`config.mk`:
```
export PLATFORM = sky130hd
export DESIGN_NAME = sector_request_selector_core
export DESIGN_NICKNAME = d
export VERILOG_FILES = /design/src/rtl/srs_pkg.sv /design/src/rtl/srs_ctrl.sv /design/src/rtl/srs_dp.sv /design/src/rtl/sector_request_selector_core.sv
export SDC_FILE = /design/constraint.sdc
export NUM_CORES = 1
export LEC_CHECK = 0
export ABC_CLOCK_PERIOD_IN_PS = 4300
export BUFFER_PORTS_ARGS = -buffer_cell sky130_fd_sc_hd__buf_2
export CORE_UTILIZATION = 32
export DETAILED_ROUTE_END_ITERATION = 8
export PLACE_DENSITY = 0.47
export SYNTH_ARGS = -nofsm -noshare
export SYNTH_HDL_FRONTEND = slang
export SYNTH_SLANG_ARGS = --single-unit
```
`constraint.sdc`:
```
create_clock -name clk_i -period 4.3 [get_ports clk_i]
set_input_delay 0.43 -clock clk_i [delete_from_list [all_inputs] [get_ports clk_i]]
set_output_delay 0.43 -clock clk_i [all_outputs]
set_load 0.005 [all_outputs]
```
`src/rtl/srs_pkg.sv`:
```
package srs_pkg;

  localparam int NumSectorsDef = 16;
  localparam int CountWidthDef = 16;

  localparam int CfgW      = 5;
  localparam int SectorW   = 4;
  localparam int OutCountW = 16;
  localparam int TotalW    = 20;

  // Operation codes carried in the input item
  localparam logic OpInsert  = 1'b0;
  localparam logic OpExtract = 1'b1;

  // Register index (paddr[2])
  localparam logic RegSectorsInUse = 1'b0;

  typedef struct packed {
    logic start;   // latch item, clear scan state
    logic issue;   // read counter at scan index, advance
    logic load;    // commit update, load output register
  } srs_cmd_t;

  typedef struct packed {
    logic scan_last;  // current read is the last active sector
    logic out_free;   // output register can take a new result
  } srs_stat_t;

endpackage

```
`src/rtl/srs_ctrl.sv`:
```
module srs_ctrl
  import srs_pkg::*;
(
  input  logic      clk_i,
  input  logic      rst_ni,
  input  logic      in_valid_i,
  output logic      in_ready_o,
  input  srs_stat_t stat_i,
  output srs_cmd_t  cmd_o
);

  localparam logic [1:0] StIdle  = 2'd0;
  localparam logic [1:0] StScan  = 2'd1;
  localparam logic [1:0] StDrain = 2'd2;
  localparam logic [1:0] StDone  = 2'd3;

  logic [1:0] state_q, state_d;

  assign in_ready_o = (state_q == StIdle);

  always_comb begin
    state_d     = state_q;
    cmd_o       = '0;
    unique case (state_q)
      StIdle: begin
        if (in_valid_i) begin
          cmd_o.start = 1'b1;
          state_d     = StScan;
        end
      end
      StScan: begin
        cmd_o.issue = 1'b1;
        if (stat_i.scan_last) begin
          state_d = StDrain;
        end
      end
      StDrain: begin
        state_d = StDone;
      end
      StDone: begin
        // hold until the output register is free
        if (stat_i.out_free) begin
          cmd_o.load = 1'b1;
          state_d    = StIdle;
        end
      end
      default: begin
        state_d = StIdle;
      end
    endcase
  end

  always_ff @(posedge clk_i or negedge rst_ni) begin
    if (!rst_ni) begin
      state_q <= StIdle;
    end else begin
      state_q <= state_d;
    end
  end

endmodule

```
`src/rtl/srs_dp.sv`:
```
module srs_dp
  import srs_pkg::*;
#(
  parameter int NUM_SECTORS = NumSectorsDef,
  parameter int COUNT_WIDTH = CountWidthDef
) (
  input  logic                 clk_i,
  input  logic                 rst_ni,
  input  logic [CfgW-1:0]      cfg_i,
  input  logic                 op_i,
  input  logic [SectorW-1:0]   sector_i,
  input  srs_cmd_t             cmd_i,
  output srs_stat_t            stat_o,
  input  logic                 out_ready_i,
  output logic                 out_valid_o,
  output logic                 served_valid_o,
  output logic [SectorW-1:0]   served_sector_o,
  output logic                 sector_in_range_o,
  output logic [OutCountW-1:0] sector_count_o,
  output logic [TotalW-1:0]    total_pending_o
);

  localparam int IdxW = $clog2(NUM_SECTORS);
  localparam int NW   = $clog2(NUM_SECTORS + 1);
  localparam int SumW = COUNT_WIDTH + IdxW;

  // counter memory; entries never written read as their reset value
  logic [COUNT_WIDTH-1:0] mem [NUM_SECTORS];
  logic [NUM_SECTORS-1:0] vld_q;

  logic                   op_q, in_range_q;
  logic [SectorW-1:0]     sec_q;
  logic [NW-1:0]          n_q, n_d;
  logic [IdxW-1:0]        idx_q, rd_idx_q, sel_q;
  logic                   acc_q, rd_vld_q, rd_zero_q;
  logic [COUNT_WIDTH-1:0] rdata_q, rd_val;
  logic [SumW-1:0]        sum_q;
  logic                   fwd_found_q, bwd_found_q;
  logic [IdxW-1:0]        fwd_q, bwd_q;
  logic [COUNT_WIDTH-1:0] fwd_val_q, bwd_val_q, cnt_q;

  logic                   hit, inc, sec_match, wr_en;
  logic [IdxW-1:0]        tgt, wr_addr;
  logic [COUNT_WIDTH-1:0] tval, wr_data, res_cnt;
  logic [SumW-1:0]        res_sum;

  always_comb begin
    if (cfg_i == '0) begin
      n_d = NW'(1);
    end else if (32'(cfg_i) > 32'(NUM_SECTORS)) begin
      n_d = NW'(NUM_SECTORS);
    end else begin
      n_d = NW'(cfg_i);
    end
  end

  assign stat_o.scan_last = (NW'(idx_q) == n_q - NW'(1));
  assign stat_o.out_free  = !out_valid_o || out_ready_i;

  assign rd_val = rd_vld_q ? rdata_q : (rd_zero_q ? COUNT_WIDTH'(1) : '0);

  always_comb begin
    hit       = fwd_found_q || bwd_found_q;
    tgt       = fwd_found_q ? fwd_q : bwd_q;
    tval      = fwd_found_q ? fwd_val_q : bwd_val_q;
    inc       = (op_q == OpInsert) && in_range_q && (cnt_q != '1);
    sec_match = (32'(tgt) == 32'(sec_q));
    wr_en     = cmd_i.load && (inc || ((op_q == OpExtract) && hit));
    if (op_q == OpInsert) begin
      wr_addr = IdxW'(sec_q);
      wr_data = cnt_q + COUNT_WIDTH'(1);
      res_cnt = inc ? cnt_q + COUNT_WIDTH'(1) : cnt_q;
      res_sum = sum_q + SumW'(inc);
    end else begin
      wr_addr = tgt;
      wr_data = tval - COUNT_WIDTH'(1);
      res_cnt = (hit && sec_match) ? cnt_q - COUNT_WIDTH'(1) : cnt_q;
      res_sum = sum_q - SumW'(hit);
    end
    if (!in_range_q) begin
      res_cnt = '0;
    end
  end

  always_ff @(posedge clk_i) begin
    if (wr_en) begin
      mem[wr_addr] <= wr_data;
    end
    if (cmd_i.issue) begin
      rdata_q <= mem[idx_q];
    end
  end

  always_ff @(posedge clk_i or negedge rst_ni) begin
    if (!rst_ni) begin
      vld_q       <= '0;
      op_q        <= OpInsert;
      in_range_q  <= 1'b0;
      sec_q       <= '0;
      n_q         <= NW'(1);
      idx_q       <= '0;
      rd_idx_q    <= '0;
      sel_q       <= '0;
      acc_q       <= 1'b0;
      rd_vld_q    <= 1'b0;
      rd_zero_q   <= 1'b0;
      sum_q       <= '0;
      fwd_found_q <= 1'b0;
      bwd_found_q <= 1'b0;
      fwd_q       <= '0;
      bwd_q       <= '0;
      fwd_val_q   <= '0;
      bwd_val_q   <= '0;
      cnt_q       <= '0;
    end else begin
      acc_q <= cmd_i.issue;
      if (wr_en) begin
        vld_q[wr_addr] <= 1'b1;
      end
      if (cmd_i.load && (op_q == OpExtract) && hit) begin
        sel_q <= tgt;
      end
      if (cmd_i.start) begin
        op_q        <= op_i;
        sec_q       <= sector_i;
        n_q         <= n_d;
        in_range_q  <= (32'(sector_i) < 32'(n_d));
        idx_q       <= '0;
        sum_q       <= '0;
        fwd_found_q <= 1'b0;
        bwd_found_q <= 1'b0;
        cnt_q       <= '0;
      end
      if (cmd_i.issue) begin
        idx_q     <= idx_q + IdxW'(1);
        rd_idx_q  <= idx_q;
        rd_vld_q  <= vld_q[idx_q];
        rd_zero_q <= (idx_q == '0);
      end
      if (acc_q) begin
        sum_q <= sum_q + SumW'(rd_val);
        // forward hit: first nonzero at or after the selector
        if ((rd_val != '0) && (rd_idx_q >= sel_q) && !fwd_found_q) begin
          fwd_found_q <= 1'b1;
          fwd_q       <= rd_idx_q;
          fwd_val_q   <= rd_val;
        end
        // backward hit: last nonzero below the selector
        if ((rd_val != '0) && (rd_idx_q < sel_q)) begin
          bwd_found_q <= 1'b1;
          bwd_q       <= rd_idx_q;
          bwd_val_q   <= rd_val;
        end
        if (32'(rd_idx_q) == 32'(sec_q)) begin
          cnt_q <= rd_val;
        end
      end
    end
  end

  // output register
  always_ff @(posedge clk_i or negedge rst_ni) begin
    if (!rst_ni) begin
      out_valid_o <= 1'b0;
    end else if (cmd_i.load) begin
      out_valid_o <= 1'b1;
    end else if (out_ready_i) begin
      out_valid_o <= 1'b0;
    end
  end

  always_ff @(posedge clk_i) begin
    if (cmd_i.load) begin
      served_valid_o    <= (op_q == OpExtract) && hit;
      served_sector_o   <= ((op_q == OpExtract) && hit) ? SectorW'(tgt) : '0;
      sector_in_range_o <= in_range_q;
      sector_count_o    <= OutCountW'(res_cnt);
      total_pending_o   <= TotalW'(res_sum);
    end
  end

endmodule

```
`src/rtl/sector_request_selector_core.sv`:
```
// Each item scans the n active counters (n = active sectors) through the single read
// port of the counter memory; a new item is accepted only after the previous one has
// been loaded into the output register.
// A finished result waits in the output register while the next item scans.
// Reset (rst_ni, async low): sector 0 holds one request, others zero,
// selector at 0, sectors_in_use = 1.
module sector_request_selector_core
  import srs_pkg::*;
#(
  parameter int NUM_SECTORS = NumSectorsDef,
  parameter int COUNT_WIDTH = CountWidthDef
) (
  input  logic        clk_i,
  input  logic        rst_ni,
  input  logic        s_axis_tvalid,
  output logic        s_axis_tready,
  // [0] operation, [4:1] sector, [7:5] zero
  input  logic [7:0]  s_axis_tdata,
  output logic        m_axis_tvalid,
  input  logic        m_axis_tready,
  // [0] served_valid, [4:1] served_sector, [5] sector_in_range,
  // [21:6] sector_count, [41:22] total_pending, [47:42] zero
  output logic [47:0] m_axis_tdata,
  input  logic        psel,
  input  logic        penable,
  input  logic        pwrite,
  input  logic [2:0]  paddr,
  input  logic [31:0] pwdata,
  output logic [31:0] prdata,
  output logic        pready
);

  logic [CfgW-1:0]      cfg_q;
  srs_cmd_t             cmd;
  srs_stat_t            stat;
  logic                 served_valid, sector_in_range;
  logic [SectorW-1:0]   served_sector;
  logic [OutCountW-1:0] sector_count;
  logic [TotalW-1:0]    total_pending;

  assign pready = 1'b1;
  assign prdata = (paddr[2] == RegSectorsInUse) ? 32'(cfg_q) : '0;

  always_ff @(posedge clk_i or negedge rst_ni) begin
    if (!rst_ni) begin
      cfg_q <= CfgW'(1);
    end else if (psel && penable && pwrite && (paddr[2] == RegSectorsInUse)) begin
      cfg_q <= pwdata[CfgW-1:0];
    end
  end

  srs_ctrl u_ctrl (
    .clk_i      (clk_i),
    .rst_ni     (rst_ni),
    .in_valid_i (s_axis_tvalid),
    .in_ready_o (s_axis_tready),
    .stat_i     (stat),
    .cmd_o      (cmd)
  );

  srs_dp #(
    .NUM_SECTORS (NUM_SECTORS),
    .COUNT_WIDTH (COUNT_WIDTH)
  ) u_dp (
    .clk_i             (clk_i),
    .rst_ni            (rst_ni),
    .cfg_i             (cfg_q),
    .op_i              (s_axis_tdata[0]),
    .sector_i          (s_axis_tdata[4:1]),
    .cmd_i             (cmd),
    .stat_o            (stat),
    .out_ready_i       (m_axis_tready),
    .out_valid_o       (m_axis_tvalid),
    .served_valid_o    (served_valid),
    .served_sector_o   (served_sector),
    .sector_in_range_o (sector_in_range),
    .sector_count_o    (sector_count),
    .total_pending_o   (total_pending)
  );

  assign m_axis_tdata = {6'b0, total_pending, sector_count, sector_in_range,
                         served_sector, served_valid};

endmodule

```
======== Yosys cells after proc, flatten, opt, wreduce, memory -nomap -nowiden ========
Memories as Yosys holds them, arrays and structs flattened. A register that Yosys moved wholly into a read port is not among the register bits.
Index checks and enable logic that the tools add are counted.
storage, ports and cells
  output and inout port bits .............. 83
  bits in read-only memories .............. 0
  bits in latches ......................... 0
  bits of input ports ..................... 50
  word-level logic and storage cells ...... 128
  memory bits (writable) .................. 256
  memories ................................ 1
  bits in registers ....................... 170
operators by class
  $mul .................................... 0
  shift operators ......................... 0
  div/mod/pow operators ................... 0
  magnitude comparators ................... 7
  $add $sub $neg .......................... 8
  reduce and logical (&&, ||, !) cells .... 29
  equality and inequality tests ........... 10
  bitwise logic cells ..................... 3
  multiplexer cells ....................... 43
memories
  name      depth  width  read ports  clocked after Yosys merged registers in  write ports  line          source
  u_dp.mem  16     16     1           1                                        1            srs_dp.sv:28  logic [COUNT_WIDTH-1:0] mem [NUM_SECTORS];
operators by type and width
  kind                                                                          number
  16-bit two-way mux                                                            9
  20-bit two-way mux                                                            3
  16-bit by 1-bit subtractor with 16-bit output, second input constant          2
  20-bit by 1-bit adder with 20-bit output                                      1
  20-bit by 16-bit adder with 20-bit output                                     1
  20-bit by 1-bit subtractor with 20-bit output                                 1
  1-bit two-way mux                                                             18
  16-bit by 1-bit adder with 16-bit output, second input constant               1
  4-bit two-way mux                                                             4
  16-bit != test, second input constant                                         1
  16-bit bitwise OR                                                             1
  16-bit nonzero test                                                           1
  5-bit two-way mux                                                             3
  1-bit logical AND                                                             14
  4-bit by 5-bit less-than comparator with 1-bit output, second input constant  2
  4-bit == test                                                                 2
  2-bit case mux with 4 select lines                                            1
  2-bit two-way mux                                                             3
  2-bit != test, second input constant                                          3
  2-bit nonzero test                                                            3
  4-bit by 5-bit == test with 1-bit output                                      1
  5-bit > comparator, second input constant                                     1
  5-bit zero test                                                               1
  4-bit by 5-bit less-than comparator with 1-bit output                         1
  other kinds (16)                                                              22

======== Depth between registers and ports, before layout ========
  depth in word-level cells ............... 7
  mapped depth ............................ 15
  gate-level depth less buffers ........... 15

======== Modules after synthesis ========
A second synthesis with hierarchy kept.
second synthesis, totals
  cells, all modules ...................... 1425
  area, all modules ....................... 20712.4 um^2
by module, submodules not included
  module                        area each (um^2)  times used  cells each  sequential area each (um^2)
  srs_dp                        20015.4           1           1354        12458.2
  sector_request_selector_core  528.0             1           54          126.4
  srs_ctrl                      168.9             1           17          50.0

======== Worst setup path after synthesis ========
OpenSTA, ideal clock, no wires.
  kind .................................... input-to-reg
  from .................................... in m_axis_tready
  to ...................................... mem u_dp.mem[8][0] (netlist name) (enable)
  stages .................................. 5
  slack ................................... 0.467 ns
  arrival time ............................ 3.424 ns
  buffers on the path ..................... 1
  library setup time ...................... 0.409 ns
  required time ........................... 3.891 ns
  cells stage by stage .................... nand2b_1 -> and2_1 -> nand2_1 -> buf_2 -> nor3_1
RTL lines
  item         line                                source
  from (decl)  sector_request_selector_core.sv:20  input logic m_axis_tready,
  to (decl)    srs_dp.sv:28

======== Worst setup path after layout ========
  from .................................... reg u_dp.cnt_q[1]
  to ...................................... reg u_dp.total_pending_o[18], data pin
on the way
  cells in the longest elaborated chain, start to end .. 4
RTL lines
  item                                      line           source
  from (decl)                               srs_dp.sv:40   logic [COUNT_WIDTH-1:0] fwd_val_q, bwd_val_q, cnt_q;
  from (signal assigned)                    srs_dp.sv:155  cnt_q <= rd_val;
  16-bit != test                            srs_dp.sv:66   inc = (op_q == OpInsert) && in_range_q && (cnt_q != '1);
  1-bit logical AND                         srs_dp.sv:66
  20-bit by 1-bit adder with 20-bit output  srs_dp.sv:73   res_sum = sum_q + SumW'(inc);
  20-bit two-way mux                        srs_dp.sv:69   if (op_q == OpInsert) begin
  named net u_dp.res_sum[18]                srs_dp.sv:45   logic [SumW-1:0] res_sum;
  to (signal assigned)                      srs_dp.sv:178  total_pending_o <= TotalW'(res_sum);
  to (decl)                                 srs_dp.sv:20   output logic [TotalW-1:0] total_pending_o
The timed path passes the listed nets, and every way through them passes these cells.
A chain may end at the register's enable or synchronous reset.

==> results.md <==
- GR Overflow Total: 0
- Pwr Density: 363 nW/um^2
- Synth cell types: 74
- Area delta synth->final: 14.7%
- Synth Cell Area: 20700 um^2
- Status: finished clean
- Nets: 1662
- Root Driver: clkbuf_16
- Ys Warns: 0
- Total power: 8.63 mW
- Layout cells sized above 1: 24.4%
- Fin crit share: 89.6%
- Pin count of the biggest net entering global routing: 76
- Post-synthesis sequential area ratio: 61.0%
- Vias in the first global route: 12363
- DRT Pass-1 Iters: 5
- Mean Syn Cell Area: 14.2 um^2
- Die H: 256 um
- Min-delay worst type: in2reg
- Critical path class: reg2reg
- Antenna diodes: 0
- Final WS setup: 0.448 ns
- WP buf/inv: 0
- Worst rel slew slack: 40.6%
- Worst-skew pair later-pin latency: 0.62 ns
- CP delay by family, top: simple AND/OR/NAND/NOR gates
- Vias/cell: 4.96
- Setup crit start kind: flip-flop
- Dominant synthesized flop cell: edfxtp_1
- Synth top area cells: edfxtp_1 (45%), dfrtp_1 (15%), mux4_2 (9.2%)
- Top cell type's share of synthesized area: 45.5%
- Worst-path cell chain: ha_1 > nand2_1 > nor4_4 > a21oi_2 > nand2_2 > nand2_1 > ha_1 > fa_1 > nand2b_1 > a21oi_1 > o221ai_1 > and3b_1 > o21ai_0 > a21oi_1 > xnor2_1
- Clock-pin slew on the worst setup and hold paths: 0.06 ns
- Biggest area consumer among synthesized cells: edfxtp_1
- Final setup fails: 0
- Port Buffers: 66
- Max FO, Critical Path: 7
- Clock sink count: 442
- Max H-tree Level: 2
- Total CTS buffers: 51
- Routed WL: 50500 um
- Final setup TNS: 0 ns
- Clock Path Buffers: 3
- Dpl hpwl: 32400 um
- Final Max Tran Viols: 0
- Asr flop ratio synth: 29.0%
- Post-CTS setup buffer count: 0
- Seq cells post-synth: 442
- Die span in x: 256 um
- F_max: 0.260 GHz
- Gate Count Post-Synth: 1457
- Routability cong.: 0.813
- Initial Utilization: 32.6%
- Via count: 12110
- Num rows: 92
- RSZ-0062 raised after global routing: false
- Finished Cell Area: 23800 um^2
- Count leader, synth: edfxtp_1
- Pre-CTS WS: 0.450 ns
- Worst path slowest cell: dfrtp_1
- TritonCTS clock tree: yes
- Placed Area: 22200 um^2
- EDFF count, synth: 314
- I/O pin count: 133
- DR WL/cell: 20.7 um
- DR DRC count: 0
- Initial DRC count: 685
- Total die area: 65800 um^2
- Final hold violations: 0
- Clock Skew: 0.0286 ns
- Post-DRT Antenna Nets: 0
- Core area: 63500 um^2
- Worst Path Required: 4.64 ns
- Max cap viols: 0
- CP Capture Type: flip-flop
- P_leak: 9.79 nW
- Worst-margin pin slew: 0.891 ns
- Initial antenna violation count: 0
- Synth cell count leaders: edfxtp_1 (314), dfrtp_1 (126), nand2_1 (111)
- Worst EP arrival: 4.19 ns
- Worst IR Drop VDD: 0.000246 V
- CP peak stage delay: 0.44 ns
- Fin Hold WS: 0.0527 ns
- GRT Util Overall: 15.6%
- Minimum clock period: 3.85 ns
- First-pass GRT wire length: 77800 um
[routing by layer]
metal  global-route usage (%)  wire length, um
met1                     20.5            22500
met2                     26.2            24900
met5                        0                0
met4                     5.37             1420
met3                     2.30             1760
[area by class of cell]
type,count,area (um^2)
clock buffer,69,1380
multi-input combinational,908,7610
timing repair buffer,125,807
sequential,442,12600
fill,5978,39800
tap,846,1060
inverter,30,113
clock inverter,22,164
[worst reg2reg max path: stages (launching register included)]
cell	delay, ns
dfrtp_1	0.44
ha_1	0.27
nand2_1	0.12
nor4_4	0.26
a21oi_2	0.17
nand2_2	0.15
nand2_1	0.16
ha_1	0.25
fa_1	0.42
nand2b_1	0.18
a21oi_1	0.26
o221ai_1	0.23
and3b_1	0.25
o21ai_0	0.20
a21oi_1	0.11
xnor2_1	0.13
[per-stage QoR]
step	cells	util, %
3_3_place_gp	2350	35.0
4_1_cts	2442	37.4
5_1_grt	2442	37.4
2_1_floorplan	1489	-
6_report	2442	37.4
3_5_place_dp	2350	35.0
[placed cells by master, fill, tap and decap left out, types with 5 or more instances in the layout]
| cell type | Yosys | layout |
|---|---|---|
| a31o_2 | 19 | 19 |
| nand2b_1 | 19 | 19 |
| edfxtp_1 | 314 | 314 |
| nor3b_1 | 5 | 5 |
| nor2b_1 | 10 | 10 |
| xnor2_1 | 47 | 47 |
| a22oi_1 | 5 | 5 |
| o21ai_0 | 75 | 75 |
| buf_4 | 36 | 56 |
| o211ai_1 | 7 | 7 |
| nor3_1 | 33 | 15 |
| nand3_1 | 33 | 33 |
| nand3b_1 | 6 | 6 |
| nor2_1 | 71 | 71 |
| inv_1 | 30 | 30 |
| a211oi_1 | 9 | 8 |
| clkinv_1 | 0 | 12 |
| xor2_1 | 34 | 34 |
| ha_1 | 52 | 52 |
| dfrtp_1 | 126 | 123 |
| a31oi_1 | 6 | 6 |
| a21oi_1 | 52 | 52 |
| clkbuf_16 | 0 | 51 |
| mux2_2 | 57 | 57 |
| and3_1 | 5 | 5 |
| clkbuf_1 | 36 | 14 |
| conb_1 | 2 | 34 |
| nand2_1 | 111 | 110 |
| mux2i_1 | 20 | 20 |
| buf_2 | 24 | 65 |
| a21o_1 | 24 | 24 |
| nand4_1 | 8 | 8 |
| and2_1 | 18 | 17 |
| mux4_2 | 85 | 85 |
| nor3_2 | 1 | 19 |
[power by group]
part	internal [mW]	total, mW	switching (mW)
Combinational	0.0356	0.0905	0.0549
Clock	2.26	3.99	1.74
Sequential	4.53	4.55	0.0131
[flip-flops by register name, indices dropped and copies added, names as in the netlist, 5 cells and up]
register              cells
u_dp.cnt_q               16
u_dp.mem                256
u_dp.rdata_q             16
u_dp.vld_q               16
u_dp.fwd_val_q           16
u_dp.n_q                  5
u_dp.sum_q               20
u_dp.bwd_val_q           16
cfg_q                     5
u_dp.sector_count_o      16
u_dp.total_pending_o     20
[cell families (layout without fill, tap and decap cells)]
logic type	Yosys count	count (layout)	share of synthesized area, %
xor gates and xnor gates	81	81	3.42
adders and majority gates	54	54	3.33
other	2	34	0.0362
AOI/OAI and AO/OA	231	231	7.12
and+or+nand+nor	344	344	8.25
buffers and inverters	139	246	3.40
muxes	164	164	13.5
DFF	442	442	61.0
[what timing repair did]
| item | in CTS | in global routing |
|---|---|---|
| hold endpoints to repair | 68 | 0 |
| resized for setup | 0 | 0 |
| hold buffers | 1 | 0 |
| setup endpoints to repair | 0 | 0 |
[path summary, 6_finish.rpt]
kind,start,endpoint,slack [ns],depth (start not counted)
setup / recovery,u_dp.cnt_q[1]$_DFF_PN0_,u_dp.total_pending_o[18]$_DFFE_PP_,0.45,15
hold / removal,pwdata[2],cfg_q[2]$_DFFE_PN0P_,0.05,2
setup reg to reg,u_dp.cnt_q[1]$_DFF_PN0_,u_dp.total_pending_o[18]$_DFFE_PP_,0.45,15
hold reg to reg,u_dp.vld_q[1]$_DFFE_PN0P_,u_dp.vld_q[1]$_DFFE_PN0P_,0.46,1
max in group asynchronous,rst_ni,u_dp.fwd_val_q[14]$_DFFE_PN0P_,2.96,3
min in group asynchronous,rst_ni,u_dp.vld_q[7]$_DFFE_PN0P_,0.40,2
(Power assumes the default switching activity.)
